File: src/bcam_pkg.sv
// ---------------------------------------------------------------------------
// bcam_pkg
// Opcodes, print kinds and ALU request/response types for the byte-code ALU.
// ---------------------------------------------------------------------------
`default_nettype none

package bcam_pkg;

  localparam int BYTE_W  = 8;
  localparam int WORD_W  = 32;
  localparam int STEPS   = BYTE_W;
  localparam int CNT_W   = $clog2(STEPS);

  localparam logic [7:0] OP_ADD        = 8'h00;
  localparam logic [7:0] OP_SUB        = 8'h01;
  localparam logic [7:0] OP_MUL        = 8'h02;
  localparam logic [7:0] OP_DIV        = 8'h03;
  localparam logic [7:0] OP_AND        = 8'h04;
  localparam logic [7:0] OP_OR         = 8'h05;
  localparam logic [7:0] OP_XOR        = 8'h06;
  localparam logic [7:0] OP_PRINT_INT  = 8'h10;
  localparam logic [7:0] OP_PRINT_CHAR = 8'h11;

  localparam logic [1:0] KIND_INT  = 2'd0;
  localparam logic [1:0] KIND_CHAR = 2'd1;
  localparam logic [1:0] KIND_BAD  = 2'd2;

  typedef logic [2:0] alu_op_t;

  localparam alu_op_t ALU_ADD = 3'd0;
  localparam alu_op_t ALU_SUB = 3'd1;
  localparam alu_op_t ALU_MUL = 3'd2;
  localparam alu_op_t ALU_DIV = 3'd3;
  localparam alu_op_t ALU_AND = 3'd4;
  localparam alu_op_t ALU_OR  = 3'd5;
  localparam alu_op_t ALU_XOR = 3'd6;

  typedef struct packed {
    logic              start;
    alu_op_t           op;
    logic [BYTE_W-1:0] a;
    logic [BYTE_W-1:0] b;
  } alu_req_t;

  typedef struct packed {
    logic              done;
    logic [WORD_W-1:0] result;
  } alu_rsp_t;

endpackage

`default_nettype wire

File: src/bcam_alu.sv
// ---------------------------------------------------------------------------
// bcam_alu
// Iterative 8-bit ALU around one shared 9-bit adder. Add, subtract and logic
// finish in one step; multiply (shift-add) and divide (restoring) take eight steps.
// ---------------------------------------------------------------------------
`default_nettype none

module bcam_alu (
  input  wire logic          clk,
  input  wire logic          rst,
  input  bcam_pkg::alu_req_t req,
  output bcam_pkg::alu_rsp_t rsp
);
  import bcam_pkg::*;

  logic              running;
  logic [CNT_W-1:0]  step_cnt;
  alu_op_t           op;
  logic [BYTE_W-1:0] a;
  logic [BYTE_W-1:0] b;
  logic [BYTE_W-1:0] hi;
  logic [BYTE_W-1:0] lo;

  logic [BYTE_W:0]   add_x;
  logic [BYTE_W:0]   add_y;
  logic              add_cin;
  logic [BYTE_W+1:0] add_sum;

  logic [BYTE_W-1:0] hi_next;
  logic [BYTE_W-1:0] lo_next;
  logic              iterative;
  logic              last_step;
  logic [WORD_W-1:0] result_next;

  // shared adder
  always_comb begin
    add_x   = {1'b0, a};
    add_y   = {1'b0, b};
    add_cin = 1'b0;
    case (op)
      ALU_SUB: begin
        add_y   = ~{1'b0, b};
        add_cin = 1'b1;
      end
      ALU_DIV: begin
        add_x   = {hi, lo[BYTE_W-1]};
        add_y   = ~{1'b0, b};
        add_cin = 1'b1;
      end
      ALU_MUL: begin
        add_x = {1'b0, hi};
        add_y = lo[0] ? {1'b0, a} : '0;
      end
      default: ;
    endcase
    add_sum = {1'b0, add_x} + {1'b0, add_y} + {{(BYTE_W+1){1'b0}}, add_cin};
  end

  // one multiply/divide step
  always_comb begin
    if (op == ALU_MUL) begin
      hi_next = add_sum[BYTE_W:1];
      lo_next = {add_sum[0], lo[BYTE_W-1:1]};
    end else begin
      hi_next = add_sum[BYTE_W+1] ? add_sum[BYTE_W-1:0] : add_x[BYTE_W-1:0];
      lo_next = {lo[BYTE_W-2:0], add_sum[BYTE_W+1]};
    end
  end

  assign iterative = (op == ALU_MUL) || (op == ALU_DIV);
  assign last_step = !iterative || (step_cnt == CNT_W'(STEPS - 1));

  always_comb begin
    case (op)
      ALU_ADD: result_next = {{(WORD_W-BYTE_W-1){1'b0}}, add_sum[BYTE_W:0]};
      ALU_SUB: result_next = {{(WORD_W-BYTE_W-1){add_sum[BYTE_W]}}, add_sum[BYTE_W:0]};
      ALU_MUL: result_next = {{(WORD_W-2*BYTE_W){1'b0}}, hi_next, lo_next};
      ALU_DIV: result_next = (b == '0) ? '0 : {{(WORD_W-BYTE_W){1'b0}}, lo_next};
      ALU_AND: result_next = {{(WORD_W-BYTE_W){1'b0}}, a & b};
      ALU_OR:  result_next = {{(WORD_W-BYTE_W){1'b0}}, a | b};
      default: result_next = {{(WORD_W-BYTE_W){1'b0}}, a ^ b};
    endcase
  end

  always_ff @(posedge clk) begin
    if (rst) begin
      running  <= 1'b0;
      step_cnt <= '0;
      rsp.done <= 1'b0;
    end else begin
      rsp.done <= 1'b0;
      if (req.start) begin
        running  <= 1'b1;
        step_cnt <= '0;
      end else if (running) begin
        step_cnt <= step_cnt + CNT_W'(1);
        if (last_step) begin
          running    <= 1'b0;
          rsp.done   <= 1'b1;
          rsp.result <= result_next;
        end
      end
    end
  end

  always_ff @(posedge clk) begin
    if (req.start) begin
      op <= req.op;
      a  <= req.a;
      b  <= req.b;
      hi <= '0;
      lo <= (req.op == ALU_MUL) ? req.b : req.a;
    end else if (running) begin
      hi <= hi_next;
      lo <= lo_next;
    end
  end

endmodule

`default_nettype wire

File: src/bcam_regfile.sv
// ---------------------------------------------------------------------------
// bcam_regfile
// Register file with one write and one read port, cleared at reset.
// ---------------------------------------------------------------------------
`default_nettype none

module bcam_regfile #(
  parameter int NUM_REGS = 12,
  parameter int IDX_W    = 4
) (
  input  wire logic                        clk,
  input  wire logic                        rst,
  input  wire logic                        we,
  input  wire logic [IDX_W-1:0]            waddr,
  input  wire logic [bcam_pkg::WORD_W-1:0] wdata,
  input  wire logic [IDX_W-1:0]            raddr,
  output logic      [bcam_pkg::WORD_W-1:0] rdata
);
  import bcam_pkg::*;

  logic [WORD_W-1:0] regs [NUM_REGS];
  logic              rd_ok;
  logic              wr_ok;

  assign rd_ok = {1'b0, raddr} < (IDX_W+1)'(NUM_REGS);
  assign wr_ok = {1'b0, waddr} < (IDX_W+1)'(NUM_REGS);
  assign rdata = rd_ok ? regs[raddr] : '0;

  always_ff @(posedge clk) begin
    if (rst) begin
      for (int i = 0; i < NUM_REGS; i++) begin
        regs[i] <= '0;
      end
    end else if (we && wr_ok) begin
      regs[waddr] <= wdata;
    end
  end

endmodule

`default_nettype wire

File: src/byte_code_alu_machine.sv
// Opcode, destination and first immediate bytes are each taken in one transfer;
// a print result is registered in the cycle after its register byte transfer.
// The second immediate starts the ALU: one step for add/sub/logic, the 8 steps
// of the shared adder for multiply/divide; no byte is taken while it runs.
// Reset (rst, synchronous) clears the decode state, m_tvalid and the register file.
// ---------------------------------------------------------------------------
// byte_code_alu_machine
// Byte-code decoder with a register file, an iterative ALU and print output.
// ---------------------------------------------------------------------------
`default_nettype none

module byte_code_alu_machine #(
  parameter int NUM_REGS = 12
) (
  input  wire logic        clk,
  input  wire logic        rst,
  input  wire logic        s_tvalid,
  output logic             s_tready,
  input  wire logic [7:0]  s_tdata,  // [7:0] code_byte
  input  wire logic        s_tlast,  // last_of_program
  output logic             m_tvalid,
  input  wire logic        m_tready,
  output logic      [39:0] m_tdata,  // [7:0] reg_index, [39:8] reg_value
  output logic      [1:0]  m_tuser   // [1:0] print_kind
);
  import bcam_pkg::*;

  localparam int IDX_W = (NUM_REGS > 1) ? $clog2(NUM_REGS) : 1;

  localparam logic [2:0] ST_OPCODE = 3'd0;
  localparam logic [2:0] ST_DEST   = 3'd1;
  localparam logic [2:0] ST_FIRST  = 3'd2;
  localparam logic [2:0] ST_SECOND = 3'd3;
  localparam logic [2:0] ST_EXEC   = 3'd4;

  logic [2:0]        state;
  logic [2:0]        state_next;
  logic [7:0]        held_opcode;
  logic [7:0]        held_dest;
  logic [7:0]        held_first;

  logic              accept;
  logic              is_print;
  logic              known_op;
  logic              emit;
  logic              idx_ok;
  logic              dest_ok;
  logic [WORD_W-1:0] rd_data;

  alu_req_t          alu_req;
  alu_rsp_t          alu_rsp;

  assign s_tready = (state != ST_EXEC) && (!m_tvalid || m_tready);
  assign accept   = s_tvalid && s_tready;
  assign is_print = (held_opcode == OP_PRINT_INT) || (held_opcode == OP_PRINT_CHAR);
  assign known_op = (s_tdata <= OP_XOR) || (s_tdata == OP_PRINT_INT) ||
                    (s_tdata == OP_PRINT_CHAR);
  assign emit     = accept && (state == ST_DEST) && is_print;
  assign idx_ok   = {1'b0, s_tdata} < 9'(NUM_REGS);
  assign dest_ok  = {1'b0, held_dest} < 9'(NUM_REGS);

  always_comb begin
    alu_req.start = accept && (state == ST_SECOND);
    alu_req.op    = held_opcode[2:0];
    alu_req.a     = held_first;
    alu_req.b     = s_tdata;
  end

  always_comb begin
    state_next = state;
    unique case (state)
      ST_OPCODE: if (accept && known_op) state_next = ST_DEST;
      ST_DEST:   if (accept) state_next = is_print ? ST_OPCODE : ST_FIRST;
      ST_FIRST:  if (accept) state_next = ST_SECOND;
      ST_SECOND: if (accept) state_next = ST_EXEC;
      ST_EXEC:   if (alu_rsp.done) state_next = ST_OPCODE;
      default:   state_next = ST_OPCODE;
    endcase
    if (accept && s_tlast && (state != ST_SECOND)) begin
      state_next = ST_OPCODE;
    end
  end

  always_ff @(posedge clk) begin
    if (rst) begin
      state    <= ST_OPCODE;
      m_tvalid <= 1'b0;
    end else begin
      state <= state_next;
      if (emit) begin
        m_tvalid <= 1'b1;
      end else if (m_tready) begin
        m_tvalid <= 1'b0;
      end
    end
  end

  always_ff @(posedge clk) begin
    if (accept && (state == ST_OPCODE) && known_op) begin
      held_opcode <= s_tdata;
    end
    if (accept && (state == ST_DEST) && !is_print) begin
      held_dest <= s_tdata;
    end
    if (accept && (state == ST_FIRST)) begin
      held_first <= s_tdata;
    end
    if (emit) begin
      m_tdata[7:0]  <= s_tdata;
      m_tdata[39:8] <= idx_ok ? rd_data : '0;
      m_tuser       <= !idx_ok ? KIND_BAD :
                       (held_opcode == OP_PRINT_INT) ? KIND_INT : KIND_CHAR;
    end
  end

  bcam_alu u_alu (
    .clk (clk),
    .rst (rst),
    .req (alu_req),
    .rsp (alu_rsp)
  );

  bcam_regfile #(
    .NUM_REGS (NUM_REGS),
    .IDX_W    (IDX_W)
  ) u_regfile (
    .clk   (clk),
    .rst   (rst),
    .we    (alu_rsp.done && dest_ok),
    .waddr (held_dest[IDX_W-1:0]),
    .wdata (alu_rsp.result),
    .raddr (s_tdata[IDX_W-1:0]),
    .rdata (rd_data)
  );

endmodule

`default_nettype wire

File: config.mk
export PLATFORM = sky130hd
export DESIGN_NAME = byte_code_alu_machine
export DESIGN_NICKNAME = d
export VERILOG_FILES = /design/src/bcam_pkg.sv /design/src/bcam_alu.sv /design/src/bcam_regfile.sv /design/src/byte_code_alu_machine.sv
export SDC_FILE = /design/constraint.sdc
export NUM_CORES = 1
export LEC_CHECK = 0
export BUFFER_PORTS_ARGS = -buffer_cell sky130_fd_sc_hd__buf_2
export CORE_MARGIN = 2
export CORE_UTILIZATION = 58
export DETAILED_ROUTE_END_ITERATION = 8
export GPL_ROUTABILITY_DRIVEN = 0
export PLACE_DENSITY_LB_ADDON = 0.15
export SLEW_MARGIN = 0
export SYNTH_ARGS = -nofsm -noshare
export SYNTH_HDL_FRONTEND = slang
export SYNTH_HIERARCHICAL = 1
export SYNTH_SLANG_ARGS = --single-unit
File: constraint.sdc
create_clock -name clk -period 3.4 [get_ports clk]
set_input_delay 0.34 -clock clk [delete_from_list [all_inputs] [get_ports clk]]
set_output_delay 0.34 -clock clk [all_outputs]
set_load 0.02 [all_outputs]
==> results of run 1 <==
placed cells by master (no fill, tap or decap), types with 42 or more instances in the layout:
cell type	n
mux2_2	65
buf_4	69
clkbuf_16	54
inv_1	59
and2_2	42
buf_2	54
mux4_2	64
and2_1	375
nor2_1	72
edfxtp_1	494
a21oi_1	42
flip-flops by register name, summed over array words and instances (netlist names):
| signal | count |
|---|---|
| u_regfile/regs | 384 |
| m_tdata | 40 |
| u_alu/rsp | 18 |
| held_dest | 8 |
| held_first | 8 |
| held_opcode | 8 |
| u_alu/a | 8 |
| u_alu/b | 8 |
| u_alu/hi | 8 |
| u_alu/lo | 8 |
| state | 3 |
| u_alu/op | 3 |
| u_alu/step_cnt | 3 |
| m_tuser | 2 |
| m_tvalid | 1 |
| u_alu/running | 1 |
timing repair:
| action | 4_1_cts | 5_1_grt |
|---|---|---|
| hold endpoints to repair | 0 | 0 |
| setup buffers | 0 | 6 |
| setup endpoints to repair | 0 | 11 |
| gates resized for setup | 0 | 9 |
power groups by stage:
stage	sequential, mW	combinational, mW	clock, mW
floorplan	7.18	0.386	0
global placement	7.19	0.610	0
detailed placement	7.20	0.614	0
CTS	7.07	0.616	5.75
global route	7.08	0.649	5.99
finish	7.07	0.614	5.65
worst max-delay path: stages, from the launching register on:
cell and delay [ns]:
edfxtp_1 0.47, inv_2 0.13, nand2_1 0.08, a21oi_1 0.16
a21oi_1 0.08, o22a_1 0.21, fa_1 0.42, inv_1 0.09
fa_2 0.23, nand2b_1 0.16, a21o_1 0.14, a31o_2 0.17
xor2_2 0.18, nand3b_1 0.32, o21ai_0 0.16
cells by family after synthesis:
kind of cell	synth area share, %
flip-flops	63.3
multiplexers	10.3
buffers and inverters	3.88
AND/OR/NAND/NOR	15.1
AO/OA/AOI/OAI	5.63
adder cells (fa/ha/maj)	1.52
XOR/XNOR	0.256
worst max path at each step:
stage,slack [ns],endpoint
2_1_floorplan,0.16,u_alu/rsp[6]
3_3_place_gp,0.16,u_alu/rsp[13]
3_5_place_dp,0.05,u_alu/rsp[9]
4_1_cts,0.01,u_alu/rsp[9]
5_1_grt,-0.13,u_alu/rsp[12]
6_report,0.10,u_alu/rsp[13]
metal layers:
layer	GRT usage (%)	part of all wire, %	up-vias
met5	1.11	0.13	-
met4	9.36	2.8	2
met3	3.60	6.5	101
met2	43.3	49	534
met1	36.4	42	7115
li1	-	-	6352
final cells by class:
class,instances,area [µm²],area share [%]
sequential,511,15200,56.6
multi-input combinational,999,7940,29.6
clock buffer,69,1460,5.44
timing repair buffer,138,1080,4.03
tap,532,666,2.48
clock inverter,27,244,0.911
inverter,61,231,0.864
==> impl_metrics.yaml, run 1 <==
status:
  status: "complete, no violations"
route:
  drcViolationCount: 0
  drtIter0Drc: 1231
  vias: 14104
  viasPerCell: 6.04
  firstDrtPassIters: 7
  detail-route-antenna-nets: 0
  wire_per_inst_um: 24.1
  wirelength_um: 56400
global_route:
  grt_pass1_wl_um: 85500
  grt_pass1_vias: 14334
  grt_antenna_before_repair: 0
  gr-total-overflow: 0
  grtUsageTotal_pct: 26.4
  grt_max_degree: 105
setup_path:
  worst_r2r_path_depth: 14
  timing.critical_path.arrival_ns: 3.61
  start_kind: "flip-flop"
  critical_path_class: "flip-flop to flip-flop"
  r2r_slack_ns: 0.10
  r2r_start: "u_alu/op[0]"
  setup.worst_path.start: "u_alu/op[0]"
  path_max_fanout: 8
  required_ns: 3.71
  cp-end-kind: "flip-flop"
  r2r-end: "u_alu/rsp[13]"
logic_synthesis:
  yosysSeqAreaShare_pct: 63.3
  yosysWarnings: 6
  synth_commonest_cells: "494 x edfxtp_1, 375 x and2_1, 98 x clkbuf_1"
  async_reset_ff_share_pct: 0
  post_synth.cell_area_avg_um2: 13.9
  synth_top_flop_cell: "edfxtp_1"
  synth_edf_count: 494
  synth_area_um2: 24000
  syn_inst: 1720
  synth_nets: 1761
  yosys.area.top_type: "edfxtp_1"
  synth.area.top_cells: "edfxtp_1 62%, and2_1 9.8%, mux4_2 6.0%, mux2_2 3.1%, clkbuf_1 1.5%"
  ys_seq_elements: 511
  post-synth-top-count-cell: "edfxtp_1"
  synth.top_cell.area_share_pct: 61.9
  ys_types: 71
layout:
  fin_util_pct: 65.6
  n_fill_cell: 2962
  antenna_cells: 0
  final_nets: 1804
  syn2layout_area_growth_pct: 11.7
  design_area_um2: 26800
  stdcell_count: 2337
  drive_gt1_share_pct: 24.0
floorplanning:
  row_count: 74
  ioPinCount: 57
  start_util_pct: 58.7
  die_x_um: 207
  die_h_um: 207
  die_area_um2: 43000
  core_area_um2: 40800
worst_hold_path:
  hold_depth: 1
  hp-class: "primary input to flip-flop"
  hold_end: "held_dest[5]"
  hold_start: "s_tdata[5]"
pwr:
  totalPowerFinal_mw: 13.3
  p_clk_share_pct: 42.4
  p_leak_nw: 9.91
  power.switching_mw: 2.74
  combinationalPowerShare_pct: 4.6
  seqPwrFrac_pct: 53.0
  p_sw_share_pct: 20.6
  ir_drop_mv: 0.383
  internal_power_mw: 10.6
  power.density_nw_per_um2: 498
sta:
  worst_slack_ns: 0.101
  period_share_pct: 97.0
  clock_skew_ns: 0.0181
  max_slew.worst_pin.slew_ns: 1.03
  tns_ns: 0
  holdWs_ns: 0.0480
  hold_viol: 0
  fin_crit_ns: 3.30
  max_freq_mhz: 303
  finalMaxSlewViolations: 0
  max_slew_margin_pct: 31.5
  setup_viol: 0
clock_tree:
  cts_tree: "yes"
  clk_pin_slew_ns: 0.06
  holdBufCountCts: 0
  htreeDepth: 2
  clk_latency_ns: 0.60
  cts_root_buffer: "clkbuf_16"
  clkSinkCount: 511
  cts_buffers: 52
  cts.path.max_buffers: 3
run:
  cap_violations: 0
placed_design:
  io_buffers: 56
  hpwl_um: 33500
  placed_cells: 2235
  pre_cts_slack_ns: 0.0532
  place_area_um2: 25000
(Power assumes the default switching activity.)
==> inputs of run 2 (changes only) <==
- PLACE_DENSITY: not set -> 0.89
- PLACE_DENSITY_LB_ADDON: 0.15 -> not set
==> run 2 against run 1 <==
Against the previous run: the flow now finishes with violations (design-rule violations); core utilization shrank 0.40 points; clock power about the same; via count increased by 4.5%; sequential power hardly changed; highest routed layer is now met4; worst setup slack got worse by 0.022 ns.
==> impl_metrics.yaml, run 2 (same netlist as run 1, synthesis figures left out) <==
status:
  status: "finished with violations"
  violations: "design-rule violations"
worst_hold_path:
  hold_depth: 1
  hp-class: "primary input to flip-flop"
route:
  viasPerCell: 6.33
  vias: 14733
  firstDrtPassIters: 9
  drcViolationCount: 16
  wire_per_inst_um: 24.4
  drtIter0Drc: 1881
  wirelength_um: 56800
  detail-route-antenna-nets: 0
layout:
  syn2layout_area_growth_pct: 11.0
  final_nets: 1793
  final_common_cell: "edfxtp_1"
  antenna_cells: 0
  multi_input_area_um2: 7910
  seqCellArea_um2: 15200
  top_register: "u_regfile/regs"
  largest_reg_flops: 384
  drive_gt1_share_pct: 23.0
  final_cell_mix: "494 x edfxtp_1, 375 x and2_1, 76 x nor2_1"
  n_fill_cell: 2657
  biggestRegsByFlops: "u_regfile/regs x384, m_tdata x40, u_alu/rsp x18"
pwr:
  p_sw_share_pct: 20.9
  p_leak_nw: 9.82
  ir_drop_mv: 0.392
  totalPowerFinal_mw: 13.3
  power.density_nw_per_um2: 500
  seqPwrFrac_pct: 53.2
  combinationalPowerShare_pct: 4.6
  p_clk_share_pct: 42.3
  internal_power_mw: 10.5
  power.switching_mw: 2.78
setup_path:
  critical_path_class: "flip-flop to flip-flop"
  required_ns: 3.90
  start_kind: "flip-flop"
  cp-end-kind: "flip-flop"
  worst_r2r_path_depth: 13
  timing.critical_path.arrival_ns: 3.82
  path_max_fanout: 9
sta:
  max_slew.worst_pin.slew_ns: 1.06
  max_slew_margin_pct: 29.1
  finalMaxSlewViolations: 0
  period_share_pct: 97.7
  fin_crit_ns: 3.32
  clock_skew_ns: 0.0267
  hold_viol: 0
  tns_ns: 0
  setup_viol: 0
  rsz0062_at_grt: "true"
  holdWs_ns: 0.0503
  max_freq_mhz: 301
global_route:
  gr-total-overflow: 0
  grt_pass1_vias: 15177
  grt_antenna_before_repair: 0
  grtUsageTotal_pct: 26.3
  grt_pass1_wl_um: 86800
  grt_max_degree: 104
floorplanning:
  row_count: 74
  die_area_um2: 43000
  ioPinCount: 57
  start_util_pct: 58.7
  die_h_um: 207
  core_area_um2: 40800
  die_x_um: 207
clock_tree:
  clk_pin_slew_ns: 0.06
  cts_root_buffer: "clkbuf_16"
  clk_latency_ns: 0.60
  cts_buffers: 51
  cts.path.max_buffers: 3
  htreeDepth: 2
  clkSinkCount: 511
  cts_tree: "yes"
placed_design:
  hpwl_um: 33000
  io_buffers: 56
run:
  cap_violations: 0
-- run 2: cell types whose count changed in the layout (fill, tap and decap cells not counted), sizes merged --
cell,before,now
buf,138,128
clkbuf,69,63
bufinv,4,6
clkinv,22,24
clkinvlp,1,2
-- run 2: through the flow --
step	util, %	worst slack (ns)	area (µm²)	cells
3_3_place_gp	61.0	0.186	24900	2226
6_report	65.2	0.0795	26600	2326
4_1_cts	65.1	0.0343	26600	2321
2_1_floorplan	-	0.160	24000	1720
5_1_grt	65.2	-0.0145	26600	2326
3_5_place_dp	61.0	0.0564	24900	2226
-- run 2: critical path, stage by stage (launching register included) --
cell      delay, ns
edfxtp_1       0.49
inv_4          0.15
nand2_1        0.09
a21oi_1        0.14
a21oi_1        0.06
o22a_1         0.21
fa_2           0.38
buf_4          0.15
a211oi_2       0.32
o21ai_2        0.16
a21oi_4        0.31
nor4_1         0.12
or3_1          0.39
a311oi_2       0.27
-- run 2: power groups by stage --
stage	registers (mW)	clock network, mW	logic, mW
after detailed placement	7.20	0	0.594
final	7.07	5.62	0.606
after global placement	7.19	0	0.578
after CTS	7.07	5.67	0.600
after floorplan	7.18	0	0.386
after global routing	7.08	5.89	0.637
-- run 2: worst paths after layout --
path                            slack [ns]           from      endpoint
worst min-delay path                  0.05     s_tdata[5]  held_dest[5]
worst max register to register        0.08    u_alu/op[0]   u_alu/hi[7]
worst max-delay path                  0.08    u_alu/op[0]   u_alu/hi[7]
worst min register to register        0.45  held_first[2]    u_alu/a[2]
-- run 2: final cells by class --
| class | instances | share of cell area, % |
|---|---|---|
| Timing Repair Buffer | 128 | 3.63 |
| Tap cell | 532 | 2.50 |
| Clock buffer | 63 | 5.00 |
| Multi-Input combinational cell | 999 | 29.7 |
| Sequential cell | 511 | 57.0 |
| Inverter | 61 | 0.879 |
| Clock inverter | 32 | 1.27 |
-- run 2: routing by layer --
metal / GRT usage (%) / part of all wire (%) / vias to the layer above / wire length, µm
li1: - / - / 6307 / -
met1: 34.6 / 37 / 7291 / 21300
met2: 42.8 / 48 / 958 / 27300
met3: 5.45 / 11 / 177 / 6040
met4: 11.3 / 3.8 / 0 / 2150
met5: 0 / 0 / - / 0
-- run 2: what timing repair did --
item,in CTS,in global routing
hold buffers,0,0
resized for setup,1,6
pin swaps,0,3
buffers inserted,0,5
setup endpoints to repair,6,11
